### src/sv/firpad_pkg.sv
// Shared types and constants of the block FIR filter with edge padding.
package firpad_pkg;

    // Field widths of the stream payloads
    localparam int CIDX_W     = 5;
    localparam int VALUE_W    = 16;
    localparam int IN_DATA_W  = 24;
    localparam int FILT_W     = 24;
    localparam int STAT_W     = 2;

    // Configuration port
    localparam int CFG_IDX_W  = 2;
    localparam int CFG_DATA_W = 6;
    localparam logic [CFG_IDX_W-1:0] CFG_EDGE_MODE     = 2'd0;
    localparam logic [CFG_IDX_W-1:0] CFG_KEEP_OVERHEAD = 2'd1;
    localparam logic [CFG_IDX_W-1:0] CFG_TAP_COUNT     = 2'd2;
    localparam logic [CFG_DATA_W-1:0] TAPS_RESET       = 6'd32;

    // Request kinds on the input stream
    localparam logic CMD_COEFF  = 1'b0;
    localparam logic CMD_SAMPLE = 1'b1;

    // Result status codes
    localparam logic [STAT_W-1:0] ST_FILTERED = 2'd0;
    localparam logic [STAT_W-1:0] ST_PASS     = 2'd1;
    localparam logic [STAT_W-1:0] ST_OVERFLOW = 2'd2;

    // Saturation bounds of the filtered output
    localparam int SAT_HI = 8388607;
    localparam int SAT_LO = -8388608;

    // Commands from the controller to the datapath
    typedef struct packed {
        logic take;       // input request accepted this cycle
        logic issue;      // start one multiply-accumulate step
        logic first;      // step opens a new sum
        logic last;       // step closes the sum
        logic pass;       // short mirrored block: forward samples
        logic load_out;   // move the finished result to the output register
        logic final_out;  // that result closes the block
        logic clear_blk;  // drop the collected block
    } t_dp_cmd;

    // Status from the datapath to the controller
    typedef struct packed {
        logic done;           // sum (or forwarded sample) is ready
        logic out_free;       // output register can take a result
        logic edge_mode;
        logic keep_overhead;
    } t_dp_stat;

endpackage

### src/sv/fir_block_filter_edge_pad.sv
// Top level of the block FIR filter with zero or mirror edge padding.
// Coefficient and sample requests arrive on the slave stream, one per cycle
// while collecting; the sample with tlast closes the block and input is held
// off until the block's last result has been handed to the output register.
// Each result is one run of the shared multiply-accumulate unit over the
// taps in use (a short mirrored block forwards its samples instead), and
// each block starts with a setup state. The output register lets the next
// result compute while the previous one waits.
module fir_block_filter_edge_pad #(
    parameter int MAX_TAPS        = 32,
    parameter int MAX_BLOCK       = 32,
    parameter int COEFF_FRAC_BITS = 15
) (
    input  logic                                  i_clk,
    input  logic                                  i_rst_n,
    // configuration write port
    input  logic                                  i_cfg_we,
    input  logic [firpad_pkg::CFG_IDX_W-1:0]      i_cfg_index,
    input  logic [firpad_pkg::CFG_DATA_W-1:0]     i_cfg_data,
    // slave stream
    input  logic                                  i_s_tvalid,
    output logic                                  o_s_tready,
    input  logic [firpad_pkg::IN_DATA_W-1:0]      i_s_tdata,  // coeff_index, value, zero pad
    input  logic                                  i_s_tlast,  // last
    input  logic                                  i_s_tuser,  // cmd
    // master stream
    output logic                                  o_m_tvalid,
    input  logic                                  i_m_tready,
    output logic [firpad_pkg::FILT_W-1:0]         o_m_tdata,  // filtered
    output logic                                  o_m_tlast,  // final_out
    output logic [firpad_pkg::STAT_W-1:0]         o_m_tuser   // status
);
    import firpad_pkg::*;

    localparam int NW  = $clog2(MAX_TAPS + 1);
    localparam int CW  = $clog2(MAX_BLOCK + 1);
    localparam int PW  = $clog2(2 * MAX_TAPS + MAX_BLOCK + 1);
    localparam int TAW = $clog2(MAX_TAPS);

    t_dp_cmd               cmd;
    t_dp_stat              stat;
    logic [NW-1:0]         taps;
    logic [CW-1:0]         len;
    logic [PW-1:0]         pos;
    logic [TAW-1:0]        tap;
    logic [CIDX_W-1:0]     coeff_index;
    logic signed [VALUE_W-1:0] value;

    // Unpack the request payload
    assign coeff_index = i_s_tdata[CIDX_W-1:0];
    assign value       = $signed(i_s_tdata[CIDX_W+VALUE_W-1:CIDX_W]);

    firpad_ctrl #(
        .MAX_TAPS  (MAX_TAPS),
        .MAX_BLOCK (MAX_BLOCK)
    ) u_ctrl (
        .i_clk      (i_clk),
        .i_rst_n    (i_rst_n),
        .i_s_tvalid (i_s_tvalid),
        .i_s_tlast  (i_s_tlast),
        .i_s_tuser  (i_s_tuser),
        .o_s_tready (o_s_tready),
        .i_stat     (stat),
        .i_taps     (taps),
        .i_len      (len),
        .o_cmd      (cmd),
        .o_pos      (pos),
        .o_tap      (tap)
    );

    firpad_dp #(
        .MAX_TAPS        (MAX_TAPS),
        .MAX_BLOCK       (MAX_BLOCK),
        .COEFF_FRAC_BITS (COEFF_FRAC_BITS)
    ) u_dp (
        .i_clk         (i_clk),
        .i_rst_n       (i_rst_n),
        .i_cfg_we      (i_cfg_we),
        .i_cfg_index   (i_cfg_index),
        .i_cfg_data    (i_cfg_data),
        .i_kind        (i_s_tuser),
        .i_coeff_index (coeff_index),
        .i_value       (value),
        .i_cmd         (cmd),
        .i_pos         (pos),
        .i_tap         (tap),
        .i_m_tready    (i_m_tready),
        .o_stat        (stat),
        .o_taps        (taps),
        .o_len         (len),
        .o_m_tvalid    (o_m_tvalid),
        .o_m_filtered  (o_m_tdata),
        .o_m_final     (o_m_tlast),
        .o_m_status    (o_m_tuser)
    );

endmodule

### src/sv/firpad_dp.sv
// Datapath: configuration, tap and sample memories, shared MAC, output register.
module firpad_dp #(
    parameter int MAX_TAPS        = 32,
    parameter int MAX_BLOCK       = 32,
    parameter int COEFF_FRAC_BITS = 15,
    localparam int NW  = $clog2(MAX_TAPS + 1),
    localparam int CW  = $clog2(MAX_BLOCK + 1),
    localparam int PW  = $clog2(2 * MAX_TAPS + MAX_BLOCK + 1),
    localparam int TAW = $clog2(MAX_TAPS)
) (
    input  logic                                  i_clk,
    input  logic                                  i_rst_n,
    input  logic                                  i_cfg_we,
    input  logic [firpad_pkg::CFG_IDX_W-1:0]      i_cfg_index,
    input  logic [firpad_pkg::CFG_DATA_W-1:0]     i_cfg_data,
    input  logic                                  i_kind,
    input  logic [firpad_pkg::CIDX_W-1:0]         i_coeff_index,
    input  logic signed [firpad_pkg::VALUE_W-1:0] i_value,
    input  firpad_pkg::t_dp_cmd                   i_cmd,
    input  logic [PW-1:0]                         i_pos,
    input  logic [TAW-1:0]                        i_tap,
    input  logic                                  i_m_tready,
    output firpad_pkg::t_dp_stat                  o_stat,
    output logic [NW-1:0]                         o_taps,
    output logic [CW-1:0]                         o_len,
    output logic                                  o_m_tvalid,
    output logic [firpad_pkg::FILT_W-1:0]         o_m_filtered,
    output logic                                  o_m_final,
    output logic [firpad_pkg::STAT_W-1:0]         o_m_status
);
    import firpad_pkg::*;

    localparam int SAW   = $clog2(MAX_BLOCK);
    localparam int ACC_W = 32 + $clog2(MAX_TAPS);
    localparam int IXW   = (TAW > CIDX_W) ? TAW : CIDX_W;
    localparam logic signed [ACC_W:0] RND_HALF = (ACC_W + 1)'(1) << (COEFF_FRAC_BITS - 1);
    localparam logic signed [ACC_W:0] SAT_HI_X = (ACC_W + 1)'(SAT_HI);
    localparam logic signed [ACC_W:0] SAT_LO_X = (ACC_W + 1)'(SAT_LO);

    // Configuration and block state
    logic                  r_edge, r_keep;
    logic [CFG_DATA_W-1:0] r_taps_cfg;
    logic [CW-1:0]         r_count, n_count;
    logic                  r_ovf, n_ovf;

    // Memories
    logic signed [VALUE_W-1:0] tap_mem  [MAX_TAPS];
    logic signed [VALUE_W-1:0] samp_mem [MAX_BLOCK];

    // Pipeline
    logic                      r_s1_v, r_s1_first, r_s1_last, r_s1_pass, r_s1_zero;
    logic signed [VALUE_W-1:0] r_samp_rd, r_tap_rd;
    logic                      r_s2_v, r_s2_first, r_s2_last;
    logic signed [31:0]        r_prod;
    logic signed [VALUE_W-1:0] r_pass_val;
    logic signed [ACC_W-1:0]   r_acc;
    logic                      r_done;

    // Output register
    logic                      r_out_v;
    logic [FILT_W-1:0]         r_out_data;
    logic                      r_out_final;
    logic [STAT_W-1:0]         r_out_stat;

    logic [NW-1:0]             taps;
    logic [IXW-1:0]            cidx;
    logic                      coeff_ok;
    logic                      is_sample;
    logic [PW-1:0]             pw_n, pw_l, rel, over, mirr, s0_addr;
    logic                      s0_zero;
    logic signed [ACC_W:0]     rnd, shifted;
    logic [FILT_W-1:0]         sat_val, res_val;
    logic [STAT_W-1:0]         res_stat;

    // Clamp the tap count into 1..MAX_TAPS
    always_comb begin
        if (r_taps_cfg == '0) begin
            taps = NW'(1);
        end else if (32'(r_taps_cfg) > MAX_TAPS) begin
            taps = NW'(MAX_TAPS);
        end else begin
            taps = NW'(r_taps_cfg);
        end
    end

    assign o_taps = taps;
    assign o_len  = r_count;
    assign o_stat = '{done: r_done, out_free: (!r_out_v || i_m_tready),
                      edge_mode: r_edge, keep_overhead: r_keep};

    // Configuration registers
    always_ff @(posedge i_clk) begin
        if (!i_rst_n) begin
            r_edge     <= 1'b0;
            r_keep     <= 1'b0;
            r_taps_cfg <= TAPS_RESET;
        end else if (i_cfg_we) begin
            unique case (i_cfg_index)
                CFG_EDGE_MODE:     r_edge     <= i_cfg_data[0];
                CFG_KEEP_OVERHEAD: r_keep     <= i_cfg_data[0];
                CFG_TAP_COUNT:     r_taps_cfg <= i_cfg_data;
                default: ;
            endcase
        end
    end

    // Collect taps and samples
    assign cidx      = IXW'(i_coeff_index);
    assign coeff_ok  = (32'(i_coeff_index) < MAX_TAPS);
    assign is_sample = (i_kind == CMD_SAMPLE);

    always_comb begin
        n_count = r_count;
        n_ovf   = r_ovf;
        if (i_cmd.clear_blk) begin
            n_count = '0;
            n_ovf   = 1'b0;
        end else if (i_cmd.take && is_sample) begin
            if (32'(r_count) < MAX_BLOCK) begin
                n_count = r_count + CW'(1);
            end else begin
                n_ovf = 1'b1;
            end
        end
    end

    always_ff @(posedge i_clk) begin
        if (!i_rst_n) begin
            r_count <= '0;
            r_ovf   <= 1'b0;
        end else begin
            r_count <= n_count;
            r_ovf   <= n_ovf;
        end
    end

    always_ff @(posedge i_clk) begin
        if (i_cmd.take && !is_sample && coeff_ok) begin
            tap_mem[cidx[TAW-1:0]] <= i_value;
        end
        if (i_cmd.take && is_sample && (32'(r_count) < MAX_BLOCK)) begin
            samp_mem[r_count[SAW-1:0]] <= i_value;
        end
    end

    // Map an extended-sequence position onto a stored sample or a zero
    assign pw_n = PW'(taps);
    assign pw_l = PW'(r_count);
    assign rel  = i_pos - pw_n;
    assign over = rel - pw_l;
    assign mirr = pw_n - PW'(1) - i_pos;

    always_comb begin
        s0_addr = i_pos;
        s0_zero = 1'b0;
        if (i_cmd.pass) begin
            s0_addr = i_pos;
        end else if (i_pos < pw_n) begin
            s0_addr = mirr;
            s0_zero = !(r_edge && (mirr < pw_l));
        end else if (rel < pw_l) begin
            s0_addr = rel;
        end else begin
            s0_addr = pw_l - PW'(1) - over;
            s0_zero = !(r_edge && (over < pw_l));
        end
    end

    // Stage 1: registered memory reads
    always_ff @(posedge i_clk) begin
        if (i_cmd.issue) begin
            r_samp_rd <= samp_mem[s0_addr[SAW-1:0]];
            r_tap_rd  <= tap_mem[i_tap];
        end
        r_s1_first <= i_cmd.first;
        r_s1_last  <= i_cmd.last;
        r_s1_pass  <= i_cmd.pass;
        r_s1_zero  <= s0_zero;
    end

    // Stage 2: product; hold a forwarded sample
    always_ff @(posedge i_clk) begin
        r_prod     <= r_s1_zero ? 32'sd0 : r_samp_rd * r_tap_rd;
        r_s2_first <= r_s1_first;
        r_s2_last  <= r_s1_last;
        if (r_s1_v && r_s1_pass) begin
            r_pass_val <= r_samp_rd;
        end
    end

    // Stage 3: accumulate
    always_ff @(posedge i_clk) begin
        if (r_s2_v) begin
            r_acc <= r_s2_first ? ACC_W'(r_prod) : r_acc + ACC_W'(r_prod);
        end
    end

    always_ff @(posedge i_clk) begin
        if (!i_rst_n) begin
            r_s1_v <= 1'b0;
            r_s2_v <= 1'b0;
            r_done <= 1'b0;
        end else begin
            r_s1_v <= i_cmd.issue;
            r_s2_v <= r_s1_v;
            r_done <= r_s2_v && r_s2_last;
        end
    end

    // Round half up, then saturate to the output width
    assign rnd     = $signed({r_acc[ACC_W-1], r_acc}) + RND_HALF;
    assign shifted = rnd >>> COEFF_FRAC_BITS;

    always_comb begin
        if (shifted > SAT_HI_X) begin
            sat_val = FILT_W'(SAT_HI);
        end else if (shifted < SAT_LO_X) begin
            sat_val = FILT_W'(SAT_LO);
        end else begin
            sat_val = shifted[FILT_W-1:0];
        end
    end

    assign res_val  = i_cmd.pass ? FILT_W'(r_pass_val) : sat_val;
    assign res_stat = r_ovf ? ST_OVERFLOW : (i_cmd.pass ? ST_PASS : ST_FILTERED);

    // Output register
    always_ff @(posedge i_clk) begin
        if (!i_rst_n) begin
            r_out_v <= 1'b0;
        end else if (i_cmd.load_out) begin
            r_out_v <= 1'b1;
        end else if (i_m_tready) begin
            r_out_v <= 1'b0;
        end
    end

    always_ff @(posedge i_clk) begin
        if (i_cmd.load_out) begin
            r_out_data  <= res_val;
            r_out_final <= i_cmd.final_out;
            r_out_stat  <= res_stat;
        end
    end

    assign o_m_tvalid   = r_out_v;
    assign o_m_filtered = r_out_data;
    assign o_m_final    = r_out_final;
    assign o_m_status   = r_out_stat;

    // A waiting result is never overwritten
    a_no_overwrite: assert property (@(posedge i_clk) disable iff (!i_rst_n)
        !(i_cmd.load_out && r_out_v && !i_m_tready))
        else $error("result loaded over a stalled result");

    // The block fill never passes the store depth
    a_count_bound: assert property (@(posedge i_clk) disable iff (!i_rst_n)
        32'(r_count) <= MAX_BLOCK)
        else $error("sample count beyond store depth");

    // No request is taken while the MAC pipeline is fed
    a_take_vs_issue: assert property (@(posedge i_clk) disable iff (!i_rst_n)
        !(i_cmd.take && i_cmd.issue))
        else $error("request taken during computation");

endmodule

### src/sv/firpad_ctrl.sv
// Controller: sequences collection, per-output MAC runs and result hand-off.
module firpad_ctrl #(
    parameter int MAX_TAPS  = 32,
    parameter int MAX_BLOCK = 32,
    localparam int NW  = $clog2(MAX_TAPS + 1),
    localparam int CW  = $clog2(MAX_BLOCK + 1),
    localparam int PW  = $clog2(2 * MAX_TAPS + MAX_BLOCK + 1),
    localparam int TAW = $clog2(MAX_TAPS)
) (
    input  logic                 i_clk,
    input  logic                 i_rst_n,
    input  logic                 i_s_tvalid,
    input  logic                 i_s_tlast,
    input  logic                 i_s_tuser,
    output logic                 o_s_tready,
    input  firpad_pkg::t_dp_stat i_stat,
    input  logic [NW-1:0]        i_taps,
    input  logic [CW-1:0]        i_len,
    output firpad_pkg::t_dp_cmd  o_cmd,
    output logic [PW-1:0]        o_pos,
    output logic [TAW-1:0]       o_tap
);
    import firpad_pkg::*;

    localparam int RW = $clog2(MAX_TAPS + MAX_BLOCK + 1);

    localparam logic [2:0] S_COLLECT = 3'd0;
    localparam logic [2:0] S_SETUP   = 3'd1;
    localparam logic [2:0] S_ISSUE   = 3'd2;
    localparam logic [2:0] S_WAIT    = 3'd3;
    localparam logic [2:0] S_PUT     = 3'd4;

    logic [2:0]    r_state, n_state;
    logic [NW-1:0] r_k, n_k;
    logic [PW-1:0] r_pos, n_pos;
    logic [RW-1:0] r_cnt, n_cnt;
    logic          r_pass, n_pass;
    logic          take, pass_c, step_last;

    assign o_s_tready = (r_state == S_COLLECT);
    assign take       = i_s_tvalid && o_s_tready;
    assign pass_c     = i_stat.edge_mode && (PW'(i_len) < PW'(i_taps));
    assign step_last  = r_pass || (r_k == i_taps - NW'(1));
    assign o_pos      = r_pos + PW'(r_k);
    assign o_tap      = r_k[TAW-1:0];

    // Next state and commands
    always_comb begin
        n_state = r_state;
        n_k     = r_k;
        n_pos   = r_pos;
        n_cnt   = r_cnt;
        n_pass  = r_pass;
        o_cmd   = '0;
        o_cmd.take = take;
        o_cmd.pass = r_pass;
        unique case (r_state)
            S_COLLECT: begin
                if (take && (i_s_tuser == CMD_SAMPLE) && i_s_tlast) begin
                    n_state = S_SETUP;
                end
            end
            S_SETUP: begin
                n_pass = pass_c;
                n_k    = '0;
                if (pass_c) begin
                    n_pos = '0;
                    n_cnt = RW'(i_len);
                end else if (i_stat.keep_overhead) begin
                    n_pos = '0;
                    n_cnt = RW'(i_taps) + RW'(i_len);
                end else begin
                    n_pos = PW'(i_taps >> 1);
                    n_cnt = RW'(i_len);
                end
                n_state = S_ISSUE;
            end
            S_ISSUE: begin
                o_cmd.issue = 1'b1;
                o_cmd.first = (r_k == '0);
                o_cmd.last  = step_last;
                if (step_last) begin
                    n_state = S_WAIT;
                end else begin
                    n_k = r_k + NW'(1);
                end
            end
            S_WAIT: begin
                if (i_stat.done) begin
                    n_state = S_PUT;
                end
            end
            S_PUT: begin
                if (i_stat.out_free) begin
                    o_cmd.load_out  = 1'b1;
                    o_cmd.final_out = (r_cnt == RW'(1));
                    if (r_cnt == RW'(1)) begin
                        o_cmd.clear_blk = 1'b1;
                        n_state         = S_COLLECT;
                    end else begin
                        n_cnt   = r_cnt - RW'(1);
                        n_pos   = r_pos + PW'(1);
                        n_k     = '0;
                        n_state = S_ISSUE;
                    end
                end
            end
            default: n_state = S_COLLECT;
        endcase
    end

    always_ff @(posedge i_clk) begin
        if (!i_rst_n) begin
            r_state <= S_COLLECT;
            r_k     <= '0;
            r_pos   <= '0;
            r_cnt   <= '0;
            r_pass  <= 1'b0;
        end else begin
            r_state <= n_state;
            r_k     <= n_k;
            r_pos   <= n_pos;
            r_cnt   <= n_cnt;
            r_pass  <= n_pass;
        end
    end

    // Tap index stays inside the taps in use
    a_tap_range: assert property (@(posedge i_clk) disable iff (!i_rst_n)
        o_cmd.issue |-> (r_k < i_taps))
        else $error("tap index beyond tap count");

endmodule

### config.mk
export PLATFORM = sky130hd
export DESIGN_NAME = fir_block_filter_edge_pad
export DESIGN_NICKNAME = d
export VERILOG_FILES = /design/src/sv/firpad_pkg.sv /design/src/sv/fir_block_filter_edge_pad.sv /design/src/sv/firpad_dp.sv /design/src/sv/firpad_ctrl.sv
export SDC_FILE = /design/constraint.sdc
export NUM_CORES = 2
export LEC_CHECK = 0
export BUFFER_PORTS_ARGS = -buffer_cell sky130_fd_sc_hd__buf_2
export CAP_MARGIN = 40
export CELL_PAD_IN_SITES_DETAIL_PLACEMENT = 1
export CELL_PAD_IN_SITES_GLOBAL_PLACEMENT = 1
export CORE_ASPECT_RATIO = 1.2
export CORE_UTILIZATION = 54
export CTS_BUF_LIST = sky130_fd_sc_hd__clkbuf_8 sky130_fd_sc_hd__clkbuf_16
export CTS_CLUSTER_DIAMETER = 40
export DETAILED_ROUTE_END_ITERATION = 10
export PLACE_DENSITY = 0.86
export SLEW_MARGIN = 10
export SYNTH_ARGS = -nofsm -noshare
export SYNTH_HDL_FRONTEND = slang
export SYNTH_SLANG_ARGS = --single-unit
### constraint.sdc
create_clock -name i_clk -period 7.9 [get_ports i_clk]
set_input_delay 1.58 -clock i_clk [delete_from_list [all_inputs] [get_ports i_clk]]
set_output_delay 1.58 -clock i_clk [all_outputs]
set_load 0.1 [all_outputs]
After elaboration in Yosys (flattened, before gate mapping)
Memory sizes are Yosys's and may differ from the RTL's. A register that Yosys moved wholly into a read port is not among the register bits. Index checks and enable logic that the tools add are counted.

Register bits: 161. Bits in latches: 0. RAM bits: 1024. ROM bits: 0. Input bits: 39. Output and inout port bits: 29. Memories kept: 2.

$add $sub $neg: 15. Multiply operators: 1. Div/mod/pow operators: 0. Order comparisons: 9. Equality and inequality tests: 14. Shift operators: 0. Multiplexer cells: 42. Bitwise logic cells: 2. Reductions and logical operators: 33.

Memories: u_dp.samp_mem (words 32, bits a word 16, read ports 1, clocked after memory_dff 1, write ports 1, line firpad_dp.sv:48) `logic signed [VALUE_W-1:0] samp_mem [MAX_BLOCK];`; u_dp.tap_mem (words 32, bits a word 16, read ports 1, clocked after memory_dff 1, write ports 1, line firpad_dp.sv:47) `logic signed [VALUE_W-1:0] tap_mem [MAX_TAPS];`.

Operator list (number): $mux 24 (3); $mux 7 (7); $add 37x16->38 const B (1); $add 37x32->37 (1); $mux 37 (1); $mul 16x16->32 (1); $mux 6 (5); $lt 7x6->1 (4); $pmux 7 s2 (2); $gt 23x24->1 const B (1); $lt 23x24->1 const B (1); $mux 3 (7); $mux 5 (4); $pmux 6 s3 (1); $pmux 3 s5 (1); $sub 7x6->7 (2); $add 6x1->6 const B (2); $logic_not 6->1 (2); $reduce_and 2->1 (6); $logic_and 1x1->1 (10); $mux 1 (10); $ne 2x2->1 const B (4); $reduce_and 4->1 (2); $add 6x6->7 (1); other kinds (29) (37).

Logic depth before layout (Yosys ltp)
Depth after elaboration: 10. Gate-level depth with buffers: 28.

By module
A second synthesis with hierarchy kept.

Cell total of the unflattened synthesis: 4261. Area, all modules: 61076.1 µm².

Modules (own cells, without submodules): firpad_dp (times used 1, cells an instance 3956, area an instance 58722.6 µm², sequential area each 35223.8 µm²); firpad_ctrl (times used 1, cells an instance 305, area an instance 2353.5 µm², sequential area each 480.5 µm²).

Least setup slack after synthesis
OpenSTA, ideal clock, no wires.

Path kind: reg-to-reg. From: reg u_dp.r_samp_rd[15] (read register of u_dp.samp_mem). To: reg u_dp.r_prod[29]. Setup time: 115 ps. Arrival time: 6175 ps. Setup slack: 1611 ps. Stages on the path, launching flop included: 22. Buffers on the path: 2. Clock period less this slack: 6289 ps. Cell sequence: edfxtp_1 -> clkbuf_1 -> nand2_1 -> fa_1 -> inv_1 -> fa_1 -> fa_1 -> fa_1 -> fa_1 -> inv_1 -> fa_1 -> inv_1 -> ha_1 -> clkbuf_1 -> nand3_1 -> or2_2 -> o22a_1 -> and3_1 -> nor3_1 -> and3_1 -> a2111oi_0 -> a2111oi_0.

Longest elaborated chain between the ends: 1.

Ends and longest elaborated chain: from (decl) (line firpad_dp.sv:52) `logic signed [VALUE_W-1:0] r_samp_rd, r_tap_rd;`; $mul 16x16->32 (line firpad_dp.sv:183) `r_prod <= r_s1_zero ? 32'sd0 : r_samp_rd * r_tap_rd;`; to (signal assigned) (line firpad_dp.sv:183); to (decl) (line firpad_dp.sv:54) `logic signed [31:0] r_prod;`.

Every way passes these cells. A chain may end at the register's enable or synchronous reset.

Final worst setup path
Ends and elaborated chain as after synthesis.

==> results.toml <==
[run_status]
status = "complete, no violations"

[setup_path]
startpoint_type = "flop"
path_class = "reg -> reg"
max_stage_delay_ns = 0.76
cp-end-kind = "flop"
path_common_cell = "fa_1"
cp_cell_sequence = "nand2_1 -> inv_1 -> fa_1 -> fa_1 -> inv_1 -> fa_1 -> fa_1 -> fa_1 -> fa_1 -> inv_1 -> ha_1 -> nand3_1 -> nor3_1 -> o311ai_0 -> and3_1 -> nor3_1 -> and3_1 -> a2111oi_0 -> a2111oi_0"
slowest_stage = "fa_1"
arrival_ns = 8.04
cp_max_fo = 17
cp.required_ns = 8.55

[clocking]
cts.sinks = 1216
cts_resized = 0
cts_setup_buffers = 0
clk_latency_ns = 0.80
cts.path.max_buffers = 3
clk_pin_slew_ns = 0.06
cts_root_buf = "clkbuf_16"
cts_hold_buf = 0
numCtsBuffers = 145
tritoncts = "built"
htreeDepth = 4

[synth]
syn_area_per_cell_sq_um = 14.1
synth_edf_count = 1135
synth.largest_area_cell = "edfxtp_1"
synth_cell_types = 75
synthFlopType = "edfxtp_1"
async_flop_share_pct = 0
yosysMostFrequentCell = "edfxtp_1"
syn_area_sq_mm = 0.0606
ys_seq_area_share_pct = 58.9
synth_top_area_share_pct = 56.2
syn_inst = 4313
synth-seq-cells = 1216
ys_top_cells_by_count = "edfxtp_1, nand2_1, inv_1"
syn-num-nets = 4800
ys.warnings.count = 0
synth_area_leaders = "edfxtp_1, fa_1, mux4_2, ha_1, nand2_1"

[floorplanning]
die_area_sq_mm = 0.114
die_h_um = 369
core.rowCount = 134
start_util_pct = 54.5
ioPinCount = 68
die_x_um = 308
core_area_sq_mm = 0.111

[power]
p_sw_mw = 5.98
p_int_mw = 13.3
p_seq_share_pct = 37.4
p_comb_share_pct = 25.9
pwr-share-clk_pct = 36.7
p_sw_share_pct = 31.0
p_leak_nw = 24.9
power-per-cell-area_mw_per_mm2 = 282
peakVddDrop_mv = 0.267

[finish]
design_area_sq_mm = 0.0683
diodes = 0
drive_above_1_share_pct = 15.0
finish.utilization_pct = 61.3
nNetsFinal = 4955
area_growth_pct = 12.6

[sta]
clock_skew_ns = 0.0383
fin_ws_ns = 0.515
fin_worst_hold_slack_ns = 0.326
max_slew.worst_pin.slew_ns = 0.965
drv_slew = 0
fmax_mhz = 135
finalCritPeriodShare_pct = 93.5
min_period_ns = 7.38
relSlewSlack_pct = 35.6
final.setup.tns_ns = 0
setup_viol = 0
hold_violations = 0
rsz0062_at_grt = "no"

[job]
drv_cap = 0

[grt]
grt_first_pass_wirelength_um = 269000
grt_max_degree = 143
grt_pass1_vias = 42100
track_usage_pct = 32.3
antenna_found_initial = 11
gr-total-overflow = 0

[placed_design]
hpwl_um = 107000
port-buffer-count = 64
place_area_sq_mm = 0.0631
place_congestion = 0.872
pre_cts_ws_ns = 0.656

[min_path]
min_path_type = "reg -> reg"

[route]
post-route-drc-count = 0
initialDrtViolationCount = 4122
wire_per_inst_um = 29.6
vias_per_cell = 6.35
wirelength_um = 180000
ant_nets = 0
drt_pass1_iterations = 8
route.vias.total = 38700
area by class of cell:
cell class,instances,area (sq um)
clock buffer,155,3860
clock inverter,116,1210
fill,10400,43000
inverter,360,1350
multi-input combinational,2545,22800
sequential,1216,35700
tap,1496,1870
timing repair buffer,200,1520
metrics by stage:
stage	std cells	total power, mW
final	6088	19.3
after global routing	6088	20.0
after CTS	6084	19.3
after detailed placement	5813	12.2
after global placement	5807	11.8
after floorplan	4313	10.9
worst paths after layout:
check / start / end / slack, ns / cells after the start
max: u_dp.r_samp_rd[15] / u_dp.r_prod[29] / 0.52 / 19
min reg2reg: u_dp.r_s1_last / u_dp.r_s2_last / 0.33 / 0
min: u_dp.r_s1_last / u_dp.r_s2_last / 0.33 / 0
max reg2reg: u_dp.r_samp_rd[15] / u_dp.r_prod[29] / 0.52 / 19
worst max-delay path: cells and delay by family (launching register included):
family	cells	cell delay, ns
flops	1	0.75
buf+inv	3	0.47
simple gates	6	1.55
compound gates	3	0.77
fa+ha+maj	7	3.70
power by group through the flow:
| stage | Clock (mW) | Combinational (mW) | Sequential, mW |
|---|---|---|---|
| floorplan | 0 | 3.55 | 7.30 |
| global placement | 0 | 4.51 | 7.33 |
| detailed placement | 0 | 4.82 | 7.34 |
| CTS | 7.12 | 4.98 | 7.20 |
| global route | 7.30 | 5.50 | 7.21 |
| finish | 7.08 | 4.99 | 7.20 |
metal layers:
metal  share of wire (%)  vias to the layer above  global-route usage (%)
met2                  52                     2195                    56.0
met1                  35                    19900                    37.8
li1                    -                    15900                       -
met4                 6.1                       16                    18.6
met3                 7.3                      613                    5.52
met5               0.058                        -                       0
registers in the layout, summed over array words and instances (netlist names), 2 cells and up:
name	cells
u_dp.samp_mem	512
u_dp.r_samp_rd	16
u_dp.o_m_status	2
u_ctrl.r_cnt	7
u_ctrl.r_k	6
u_dp.r_pass_val	16
u_dp.o_len	6
u_dp.r_taps_cfg	6
u_dp.tap_mem	512
u_dp.o_m_filtered	23
u_dp.r_acc	37
u_ctrl.r_state	3
u_ctrl.r_pos	7
u_dp.r_tap_rd	16
u_dp.r_prod	32
logic make-up after synthesis:
group           Yosys count  share of synthesized area (%)
compound gates          540                           5.63
xor+xnor                122                           1.76
fa+ha+maj               448                           12.6
buf+inv                 552                           3.66
flops                  1216                           58.9
mux                     335                           8.97
simple gates           1100                           8.52
layout by cell type, fill, tap and decap left out, types with 74 or more instances in the layout:
cell,instances
edfxtp_1,1135
nand2_1,475
inv_1,381
fa_1,269
nor2_1,185
a21oi_1,183
ha_1,179
mux4_2,160
clkbuf_16,153
and2_1,122
buf_4,121
o21ai_0,111
mux2i_1,109
nand3_1,103
xnor2_1,75
dfxtp_1,74
Power figures use the tool's default switching activity.
